`config.mk`:
```
export PLATFORM = sky130hd
export DESIGN_NAME = time_ordered_event_queue
export DESIGN_NICKNAME = d
export VERILOG_FILES = /design/src/design/teq_pkg.sv /design/src/design/teq_ram.sv /design/src/design/time_ordered_event_queue.sv
export SDC_FILE = /design/constraint.sdc
export NUM_CORES = 1
export LEC_CHECK = 0
export BUFFER_PORTS_ARGS = -buffer_cell sky130_fd_sc_hd__buf_2
export CORE_MARGIN = 4
export CORE_UTILIZATION = 45
export DETAILED_ROUTE_END_ITERATION = 12
export PLACE_DENSITY = 0.72
export SLEW_MARGIN = 20
export SYNTH_ARGS = -nofsm -noshare
export SYNTH_HDL_FRONTEND = slang
export SYNTH_SLANG_ARGS = --single-unit
```
`constraint.sdc`:
```
create_clock -name i_clk -period 7.4 [get_ports i_clk]
set_input_delay 1.11 -clock i_clk [delete_from_list [all_inputs] [get_ports i_clk]]
set_output_delay 1.11 -clock i_clk [all_outputs]
set_load 0.05 [all_outputs]
```
`src/design/teq_pkg.sv`:
```
// ----------------------------------------------------------------------------
// teq_pkg
// shared codes and field widths of the time-ordered event queue
// ----------------------------------------------------------------------------
package teq_pkg;

    // field widths of one input and one result word
    localparam int TIME_W   = 32;
    localparam int PID_W    = 16;
    localparam int STATUS_W = 2;
    localparam int FILL_W   = 5;

    // stream bus widths
    localparam int S_TDATA_W = 56;
    localparam int S_TUSER_W = 1;
    localparam int M_TDATA_W = 56;
    localparam int M_TUSER_W = STATUS_W;

    // request selector carried on the slave tuser
    typedef enum logic [S_TUSER_W-1:0] {
        MODE_PUSH = 1'b0,
        MODE_POP  = 1'b1
    } t_mode;

    // result status carried on the master tuser
    typedef enum logic [STATUS_W-1:0] {
        ST_PUSHED     = 2'd0,
        ST_POPPED     = 2'd1,
        ST_POP_EMPTY  = 2'd2,
        ST_PUSH_FULL  = 2'd3
    } t_status;

endpackage

```
`src/design/teq_ram.sv`:
```
// ----------------------------------------------------------------------------
// teq_ram
// simple dual-port ram, one write and one registered read per cycle
// ----------------------------------------------------------------------------
module teq_ram #(
    parameter int WIDTH = 49,
    parameter int DEPTH = 16
) (
    input  logic                     i_clk,
    input  logic                     i_we,
    input  logic [$clog2(DEPTH)-1:0] i_waddr,
    input  logic [WIDTH-1:0]         i_wdata,
    input  logic [$clog2(DEPTH)-1:0] i_raddr,
    output logic [WIDTH-1:0]         o_rdata
);

    logic [WIDTH-1:0] r_mem [DEPTH];
    logic [WIDTH-1:0] r_rdata;

    // write port
    always_ff @(posedge i_clk) begin
        if (i_we) begin
            r_mem[i_waddr] <= i_wdata;
        end
    end

    // registered read port
    always_ff @(posedge i_clk) begin
        r_rdata <= r_mem[i_raddr];
    end

    assign o_rdata = r_rdata;

endmodule

```
`src/design/time_ordered_event_queue.sv`:
```
// ----------------------------------------------------------------------------
// time_ordered_event_queue
// bounded event queue kept in ascending time order, equal times first in
// first out
// ----------------------------------------------------------------------------
// Events sit in one ram used as a ring: a pop reads the slot at the head and
// advances the head, a push walks from the tail toward the head, moving every
// later event up one slot until it meets one whose time is equal or earlier,
// and drops the new event into the hole. One comparator and one ring-address
// adder do all the work, one ram read and one ram write per step. A pop passes
// through a read state, a capture state and the done state. A push alternates
// a read state and a compare state until the new event is placed, then ends in
// the done state. A push into a full queue or a pop of an empty one goes
// straight to the done state. The last step also waits while an earlier result
// word is still held on the master side. The slave side is ready only between
// requests; a finished word waits in the output register and does not hold off
// the next request. Every request gives exactly one result word.
// ----------------------------------------------------------------------------
module time_ordered_event_queue #(
    parameter int QUEUE_DEPTH = 16,
    parameter int ID_BITS     = 16
) (
    input  logic                           i_clk,
    input  logic                           i_rst_n,
    // request side
    input  logic                           s_axis_tvalid,
    output logic                           s_axis_tready,
    // event_time[31:0], event_kind[32], process_id[48:33], zero fill
    input  logic [teq_pkg::S_TDATA_W-1:0]  s_axis_tdata,
    // mode[0]
    input  logic [teq_pkg::S_TUSER_W-1:0]  s_axis_tuser,
    // result side
    output logic                           m_axis_tvalid,
    input  logic                           m_axis_tready,
    // out_time[31:0], out_kind[32], out_process[48:33], fill_level[53:49]
    output logic [teq_pkg::M_TDATA_W-1:0]  m_axis_tdata,
    // status[1:0]
    output logic [teq_pkg::M_TUSER_W-1:0]  m_axis_tuser
);

    import teq_pkg::*;

    localparam int AW   = $clog2(QUEUE_DEPTH);
    localparam int CW   = $clog2(QUEUE_DEPTH + 1);
    localparam int EW   = TIME_W + 1 + ID_BITS;
    localparam int KPOS = TIME_W;
    localparam int PPOS = TIME_W + 1;

    typedef enum logic [2:0] {
        S_IDLE,
        S_PUSH_RD,
        S_PUSH_CMP,
        S_POP_RD,
        S_POP_CMP,
        S_DONE
    } t_state;

    t_state              r_state, n_state;
    logic [CW-1:0]       r_count, n_count;
    logic [AW-1:0]       r_head, n_head;
    logic [CW-1:0]       r_j, n_j;
    logic [EW-1:0]       r_new, n_new;
    t_status             r_st, n_st;
    logic [TIME_W-1:0]   r_rtime, n_rtime;
    logic                r_rkind, n_rkind;
    logic [PID_W-1:0]    r_rpid, n_rpid;
    logic                r_ov, n_ov;
    logic [M_TDATA_W-1:0] r_odata, n_odata;
    t_status             r_ouser, n_ouser;

    logic                w_acc;
    logic [ID_BITS-1:0]  w_in_pid;
    logic [PID_W-1:0]    w_rd_pid;
    logic [FILL_W-1:0]   w_fill;
    logic [AW-1:0]       w_off;
    logic [AW:0]         w_sum;
    logic [AW-1:0]       w_addr;
    logic                w_we;
    logic [EW-1:0]       w_wdata;
    logic [EW-1:0]       w_rdata;
    logic                w_later;
    logic                w_full;
    logic                w_empty;

    assign w_acc   = s_axis_tvalid && s_axis_tready;
    assign w_full  = (r_count == CW'(QUEUE_DEPTH));
    assign w_empty = (r_count == '0);

    // process id resized between the port and the stored width
    for (genvar g = 0; g < ID_BITS; g++) begin : g_in_pid
        if (g < PID_W) begin : g_bit
            assign w_in_pid[g] = s_axis_tdata[TIME_W + 1 + g];
        end else begin : g_zero
            assign w_in_pid[g] = 1'b0;
        end
    end
    for (genvar g = 0; g < PID_W; g++) begin : g_rd_pid
        if (g < ID_BITS) begin : g_bit
            assign w_rd_pid[g] = w_rdata[PPOS + g];
        end else begin : g_zero
            assign w_rd_pid[g] = 1'b0;
        end
    end
    for (genvar g = 0; g < FILL_W; g++) begin : g_fill
        if (g < CW) begin : g_bit
            assign w_fill[g] = r_count[g];
        end else begin : g_zero
            assign w_fill[g] = 1'b0;
        end
    end

    // shared ring address unit: head plus logical offset, wrapped once
    always_comb begin
        unique case (r_state)
            S_PUSH_RD:  w_off = (r_j == '0) ? '0 : AW'(r_j - 1'b1);
            S_PUSH_CMP: w_off = r_j[AW-1:0];
            default:    w_off = '0;
        endcase
        w_sum = {1'b0, r_head} + {1'b0, w_off};
        if (w_sum >= (AW + 1)'(QUEUE_DEPTH)) begin
            w_addr = AW'(w_sum - (AW + 1)'(QUEUE_DEPTH));
        end else begin
            w_addr = w_sum[AW-1:0];
        end
    end

    // shared comparator: stored event strictly later than the new one
    assign w_later = (w_rdata[TIME_W-1:0] > r_new[TIME_W-1:0]);

    // ram write: move an event up one slot or drop the new one in
    always_comb begin
        w_we    = 1'b0;
        w_wdata = r_new;
        if (r_state == S_PUSH_RD && r_j == '0) begin
            w_we = 1'b1;
        end else if (r_state == S_PUSH_CMP) begin
            w_we = 1'b1;
            if (w_later) begin
                w_wdata = w_rdata;
            end
        end
    end

    teq_ram #(
        .WIDTH (EW),
        .DEPTH (QUEUE_DEPTH)
    ) u_ram (
        .i_clk   (i_clk),
        .i_we    (w_we),
        .i_waddr (w_addr),
        .i_wdata (w_wdata),
        .i_raddr (w_addr),
        .o_rdata (w_rdata)
    );

    // sequencer next state
    always_comb begin
        n_state = r_state;
        n_count = r_count;
        n_head  = r_head;
        n_j     = r_j;
        n_new   = r_new;
        n_st    = r_st;
        n_rtime = r_rtime;
        n_rkind = r_rkind;
        n_rpid  = r_rpid;
        n_ov    = r_ov;
        n_odata = r_odata;
        n_ouser = r_ouser;

        // output word taken
        if (r_ov && m_axis_tready) begin
            n_ov = 1'b0;
        end

        unique case (r_state)
            S_IDLE: begin
                if (w_acc) begin
                    n_new   = {w_in_pid, s_axis_tdata[TIME_W], s_axis_tdata[TIME_W-1:0]};
                    n_rtime = '0;
                    n_rkind = 1'b0;
                    n_rpid  = '0;
                    n_j     = r_count;
                    if (t_mode'(s_axis_tuser) == MODE_PUSH) begin
                        if (w_full) begin
                            n_st    = ST_PUSH_FULL;
                            n_state = S_DONE;
                        end else begin
                            n_st    = ST_PUSHED;
                            n_state = S_PUSH_RD;
                        end
                    end else begin
                        if (w_empty) begin
                            n_st    = ST_POP_EMPTY;
                            n_state = S_DONE;
                        end else begin
                            n_st    = ST_POPPED;
                            n_state = S_POP_RD;
                        end
                    end
                end
            end
            S_PUSH_RD: begin
                if (r_j == '0) begin
                    n_count = r_count + 1'b1;
                    n_state = S_DONE;
                end else begin
                    n_state = S_PUSH_CMP;
                end
            end
            S_PUSH_CMP: begin
                if (w_later) begin
                    n_j     = r_j - 1'b1;
                    n_state = S_PUSH_RD;
                end else begin
                    n_count = r_count + 1'b1;
                    n_state = S_DONE;
                end
            end
            S_POP_RD: begin
                n_state = S_POP_CMP;
            end
            S_POP_CMP: begin
                n_rtime = w_rdata[TIME_W-1:0];
                n_rkind = w_rdata[KPOS];
                n_rpid  = w_rd_pid;
                n_count = r_count - 1'b1;
                n_head  = (r_head == AW'(QUEUE_DEPTH - 1)) ? '0 : r_head + 1'b1;
                n_state = S_DONE;
            end
            S_DONE: begin
                if (!r_ov || m_axis_tready) begin
                    n_ov    = 1'b1;
                    n_odata = {2'b00, w_fill, r_rpid, r_rkind, r_rtime};
                    n_ouser = r_st;
                    n_state = S_IDLE;
                end
            end
            default: begin
                n_state = S_IDLE;
            end
        endcase
    end

    // state and registered outputs
    always_ff @(posedge i_clk) begin
        if (!i_rst_n) begin
            r_state <= S_IDLE;
            r_count <= '0;
            r_head  <= '0;
            r_ov    <= 1'b0;
        end else begin
            r_state <= n_state;
            r_count <= n_count;
            r_head  <= n_head;
            r_ov    <= n_ov;
        end
        r_j     <= n_j;
        r_new   <= n_new;
        r_st    <= n_st;
        r_rtime <= n_rtime;
        r_rkind <= n_rkind;
        r_rpid  <= n_rpid;
        r_odata <= n_odata;
        r_ouser <= n_ouser;
    end

    assign s_axis_tready = (r_state == S_IDLE);
    assign m_axis_tvalid = r_ov;
    assign m_axis_tdata  = r_odata;
    assign m_axis_tuser  = r_ouser;

`ifndef SYNTH
    // stored count never passes the queue depth
    a_count_bound: assert property (@(posedge i_clk) disable iff (!i_rst_n)
        r_count <= CW'(QUEUE_DEPTH))
        else $error("event count above queue depth");

    // an accepted request keeps the slave side not ready in the next cycle
    a_busy_after_accept: assert property (@(posedge i_clk) disable iff (!i_rst_n)
        w_acc |=> !s_axis_tready)
        else $error("ready right after accept");

    // a successful push always leaves at least one stored event
    a_push_fill: assert property (@(posedge i_clk) disable iff (!i_rst_n)
        (m_axis_tvalid && m_axis_tuser == ST_PUSHED) |-> (m_axis_tdata[53:49] != '0))
        else $error("push reported with empty queue");
`endif

endmodule
```
==> results.txt <==
----------------------------------------------------
[Timing]
  Clock period minus final worst setup slack ... 5.54 ns
  Maximum achievable frequency ... 0.181 GHz
  Unrepaired setup endpoints after global routing ... false
  Total count of hold-check failures in the final report ... 0
  Final TNS setup ... 0 ns
  Layout Skew ... 0.0469 ns
  Max Slew Vio Count ... 0
  Worst slew margin relative to its limit ... 34.9%
  Post-route fraction of the period consumed by the critical path ... 74.9%
  Setup-failing EPs final ... 0
  Slew at the pin with the worst max-slew slack ... 0.976 ns

[Yosys]
  Synthesized area per cell ... 19.5 um^2
  Prevailing post-synth register cell ... sky130_fd_sc_hd__edfxtp_1
  Flops & latches, synth ... 1007
  Synthesis Warnings ... 0
  EDFF count, synth ... 945
  Number of cells produced by synthesis ... 1980
  Proportion of register bits with asynchronous set or reset after synthesis ... 0%
  Cell area after synthesis ... 38600 um^2
  Unique cell type count in the Yosys netlist ... 60
  Sequential area share after synthesis ... 76.6%

[Global route]
  Global-route congestion overflow total ... 0
  Global-route wire length before repair ... 125000 um
  Maximum number of pins on one net before global-route repair ... 117
  Total global routing track utilization ... 18.5%
  Vias in the first global route ... 19700
  Antenna violations before repair ... 1

[Floorplanning]
  Placeable core region ... 85100 um^2
  Die width ... 301 um
  Floorplan die height ... 301 um
  Area enclosed by the die boundary ... 90600 um^2
  Number of top-level pins ... 121
  Initial Utilization ... 45.4%
  Row cnt ... 107

[Pwr]
  Share of total power consumed by net switching ... 31.7%
  Leakage ... 0.0148 uW
  Net load switching power ... 5990 uW
  Power per cell area ... 429 nW/um^2
  Share of total power in sequential cells ... 41.3%
  Part of the total power dissipated in combinational logic ... 32.0%
  Maximum ir drop on the vdd rail ... 0.585 mV
  Clock share of power ... 26.7%
  Total design power ... 18900 uW
  Internal power contribution ... 12900 uW

[Detailed routing]
  Routed wire length ... 83700 um
  Detailed-route via count ... 19100
  Length of routed met3 wiring ... 6960 um
  Detail-routed net length per standard cell ... 24.9 um
  DRC violation count after routing ... 0
  Number of vias per cell after detailed routing ... 5.68
  Highest routing layer actually used ... met5
  First-pass detailed-route iteration total ... 5
  Count of antenna-violating nets left after detailed routing ... 0
  Amount of wire on met2 after detailed routing ... 40500 um
  Starting DRC count in detailed routing ... 1907
  M1 WL ... 33700 um

[Finish]
  Number of non-filler instances in the completed layout ... 3364
  N_diodes ... 0
  Most frequent cells in the layout ... sky130_fd_sc_hd__edfxtp_1 (945), sky130_fd_sc_hd__nand2_1 (230), sky130_fd_sc_hd__mux4_2 (196)
  Relative area change from synthesis to final layout ... 14.3%
  Number of nets in the layout ... 2240
  Leading cell type in the layout, fill and taps excluded ... sky130_fd_sc_hd__edfxtp_1
  Share of post-route cells with drive strength above 1 ... 26.8%

[Clock network]
  Htree depth ... 3
  Hold buffer count at CTS ... 0
  Worst-Skew Late Latency ... 0.68 ns
  Setup Fix Bufs, Post-CTS ... 0
  Clock tree root buffer cell ... sky130_fd_sc_hd__clkbuf_16
  Maximum clock path buffer count ... 3
  Clk sinks ... 1007
  Clk slew on worst S/H paths ... 0.06 ns
  CTS tree ... done
  Number of buffers inserted during clock tree synthesis ... 97
  Gates resized, CTS repair ... 0

[Run status]
  Run status ... finished, final reports clean

[Hold path]
  Hold Path Depth ... 0
  Path category of the worst min-delay check ... flip-flop to flip-flop

[Setup path]
  Data arrival, critical path ... 5.83 ns
  Req. time, crit path ... 7.69 ns
  Classification of the worst setup path ... flip-flop to flip-flop
  Critical path endpoint category ... flip-flop
  Length in cells of the worst reg-to-reg path ... 15
  Maximum fanout along the worst path ... 50
  Crit start category ... flip-flop

[Placement]
  Placer's final routability congestion estimate ... 0.739
  Number of placed instances with taps included ... 3181
  Port Buffer Count ... 111
  Hpwl dp ... 43900 um

[Run]
  Reported max-cap violation count ... 0

----------------------------------------------------
[cell families after synthesis]
| kind of cell | share of synthesized area [%] |
|---|---|
| DFF | 76.6 |
| and+or+nand+nor | 5.05 |
| muxes | 13.1 |
| buffers and inverters | 1.55 |
| AOI/OAI and AO/OA | 1.95 |
| adders and majority gates | 1.43 |
| xor gates and xnor gates | 0.288 |
| other | 0.00970 |
[stage by stage]
stage               setup slack, ns  hold WS, ns  area [um^2]  utilization, %
CTS                            1.90        0.420        44200            51.9
floorplan                      1.47        0.400        38700               -
detailed placement             1.94        0.405        40800            48.0
global route                   1.54        0.423        44200            51.9
global placement               2.03        0.404        40800            48.0
finish                         1.86        0.418        44200            51.9
[synth_stat cells, types with 2 or more instances]
cell / number / area [um^2]
sky130_fd_sc_hd__a21boi_0: 3 / 22.5
sky130_fd_sc_hd__a21o_1: 3 / 22.5
sky130_fd_sc_hd__a21oi_1: 25 / 125
sky130_fd_sc_hd__a221oi_1: 2 / 17.5
sky130_fd_sc_hd__a31oi_1: 51 / 319
sky130_fd_sc_hd__and2_1: 4 / 25.0
sky130_fd_sc_hd__and3_1: 99 / 619
sky130_fd_sc_hd__buf_1: 5 / 18.8
sky130_fd_sc_hd__buf_2: 34 / 170
sky130_fd_sc_hd__buf_4: 3 / 22.5
sky130_fd_sc_hd__buf_6: 2 / 22.5
sky130_fd_sc_hd__clkbuf_1: 59 / 221
sky130_fd_sc_hd__dfxtp_1: 62 / 1240
sky130_fd_sc_hd__edfxtp_1: 945 / 28400
sky130_fd_sc_hd__fa_1: 2 / 40.0
sky130_fd_sc_hd__ha_1: 41 / 513
sky130_fd_sc_hd__inv_1: 38 / 143
sky130_fd_sc_hd__mux2_2: 40 / 450
sky130_fd_sc_hd__mux2_4: 10 / 150
sky130_fd_sc_hd__mux2i_1: 4 / 40.0
sky130_fd_sc_hd__mux4_2: 196 / 4410
sky130_fd_sc_hd__nand2_1: 230 / 863
sky130_fd_sc_hd__nand2_2: 2 / 12.5
sky130_fd_sc_hd__nand2b_1: 8 / 50.1
sky130_fd_sc_hd__nand3_1: 3 / 15.0
sky130_fd_sc_hd__nand4_1: 9 / 56.3
sky130_fd_sc_hd__nor2_1: 30 / 113
sky130_fd_sc_hd__nor2b_1: 5 / 31.3
sky130_fd_sc_hd__nor3_1: 3 / 15.0
sky130_fd_sc_hd__nor3b_1: 2 / 15.0
sky130_fd_sc_hd__nor4_1: 3 / 18.8
sky130_fd_sc_hd__nor4_2: 3 / 37.5
sky130_fd_sc_hd__o211ai_1: 2 / 15.0
sky130_fd_sc_hd__o21ai_0: 16 / 80.1
sky130_fd_sc_hd__o22ai_1: 2 / 12.5
sky130_fd_sc_hd__or2_2: 2 / 12.5
sky130_fd_sc_hd__or4_1: 2 / 15.0
sky130_fd_sc_hd__xnor2_1: 7 / 61.3
sky130_fd_sc_hd__xor2_1: 2 / 17.5
[critical path, stage by stage, from the launching register on]
cell and delay (ns):
sky130_fd_sc_hd__edfxtp_1 0.43, sky130_fd_sc_hd__inv_1 0.12, sky130_fd_sc_hd__ha_1 0.16, sky130_fd_sc_hd__nor4b_4 0.31, sky130_fd_sc_hd__or3_1 0.28, sky130_fd_sc_hd__o21ai_0 0.11
sky130_fd_sc_hd__nand2_1 0.11, sky130_fd_sc_hd__o21ai_0 0.15, sky130_fd_sc_hd__ha_1 0.49, sky130_fd_sc_hd__a21oi_1 0.13, sky130_fd_sc_hd__xnor2_1 0.67, sky130_fd_sc_hd__xnor2_4 0.19
sky130_fd_sc_hd__buf_4 0.77, sky130_fd_sc_hd__nand2_1 0.43, sky130_fd_sc_hd__nor4_4 0.27, sky130_fd_sc_hd__buf_4 0.53
[cell type report]
cell class / instances / area, um^2
tap: 1144 / 1430
clock inverter: 53 / 666
sequential: 1007 / 29600
timing repair buffer: 159 / 982
multi-input combinational: 833 / 8660
fill: 6594 / 41000
clock buffer: 130 / 2650
inverter: 38 / 143
[power groups by stage]
stage          clock network (uW)  registers, uW  logic (uW)
3_5_place_dp                    0           7920        6090
3_3_place_gp                    0           7910        5920
2_1_floorplan                   0           7870        4430
5_1_grt                      5410           7860        6620
6_report                     5060           7810        6050
4_1_cts                      5150           7810        6120
[sequential cells by signal, indices dropped and copies added (netlist names), 3 cells and up]
name,flops
r_head,4
m_axis_tdata,54
u_ram.r_mem,784
r_rtime,32
r_j,5
r_new,49
u_ram.o_rdata,49
r_state,3
r_count,5
r_rpid,16
[final timing paths]
path / start / endpoint / slack [ns]
hold / removal: r_rpid[12] / m_axis_tdata[45] / 0.42
hold reg to reg: r_rpid[12] / m_axis_tdata[45] / 0.42
setup / recovery: r_j[0] / u_ram.r_mem[0][35] / 1.86
setup reg to reg: r_j[0] / u_ram.r_mem[0][35] / 1.86
[layer usage]
layer,GRT usage [%],vias to the layer above
li1,-,8219
met1,25.3,9924
met2,29.9,806
met3,3.73,152
met4,6.29,2
met5,1.57,-
No activity file was read; power rests on OpenSTA's default activity.
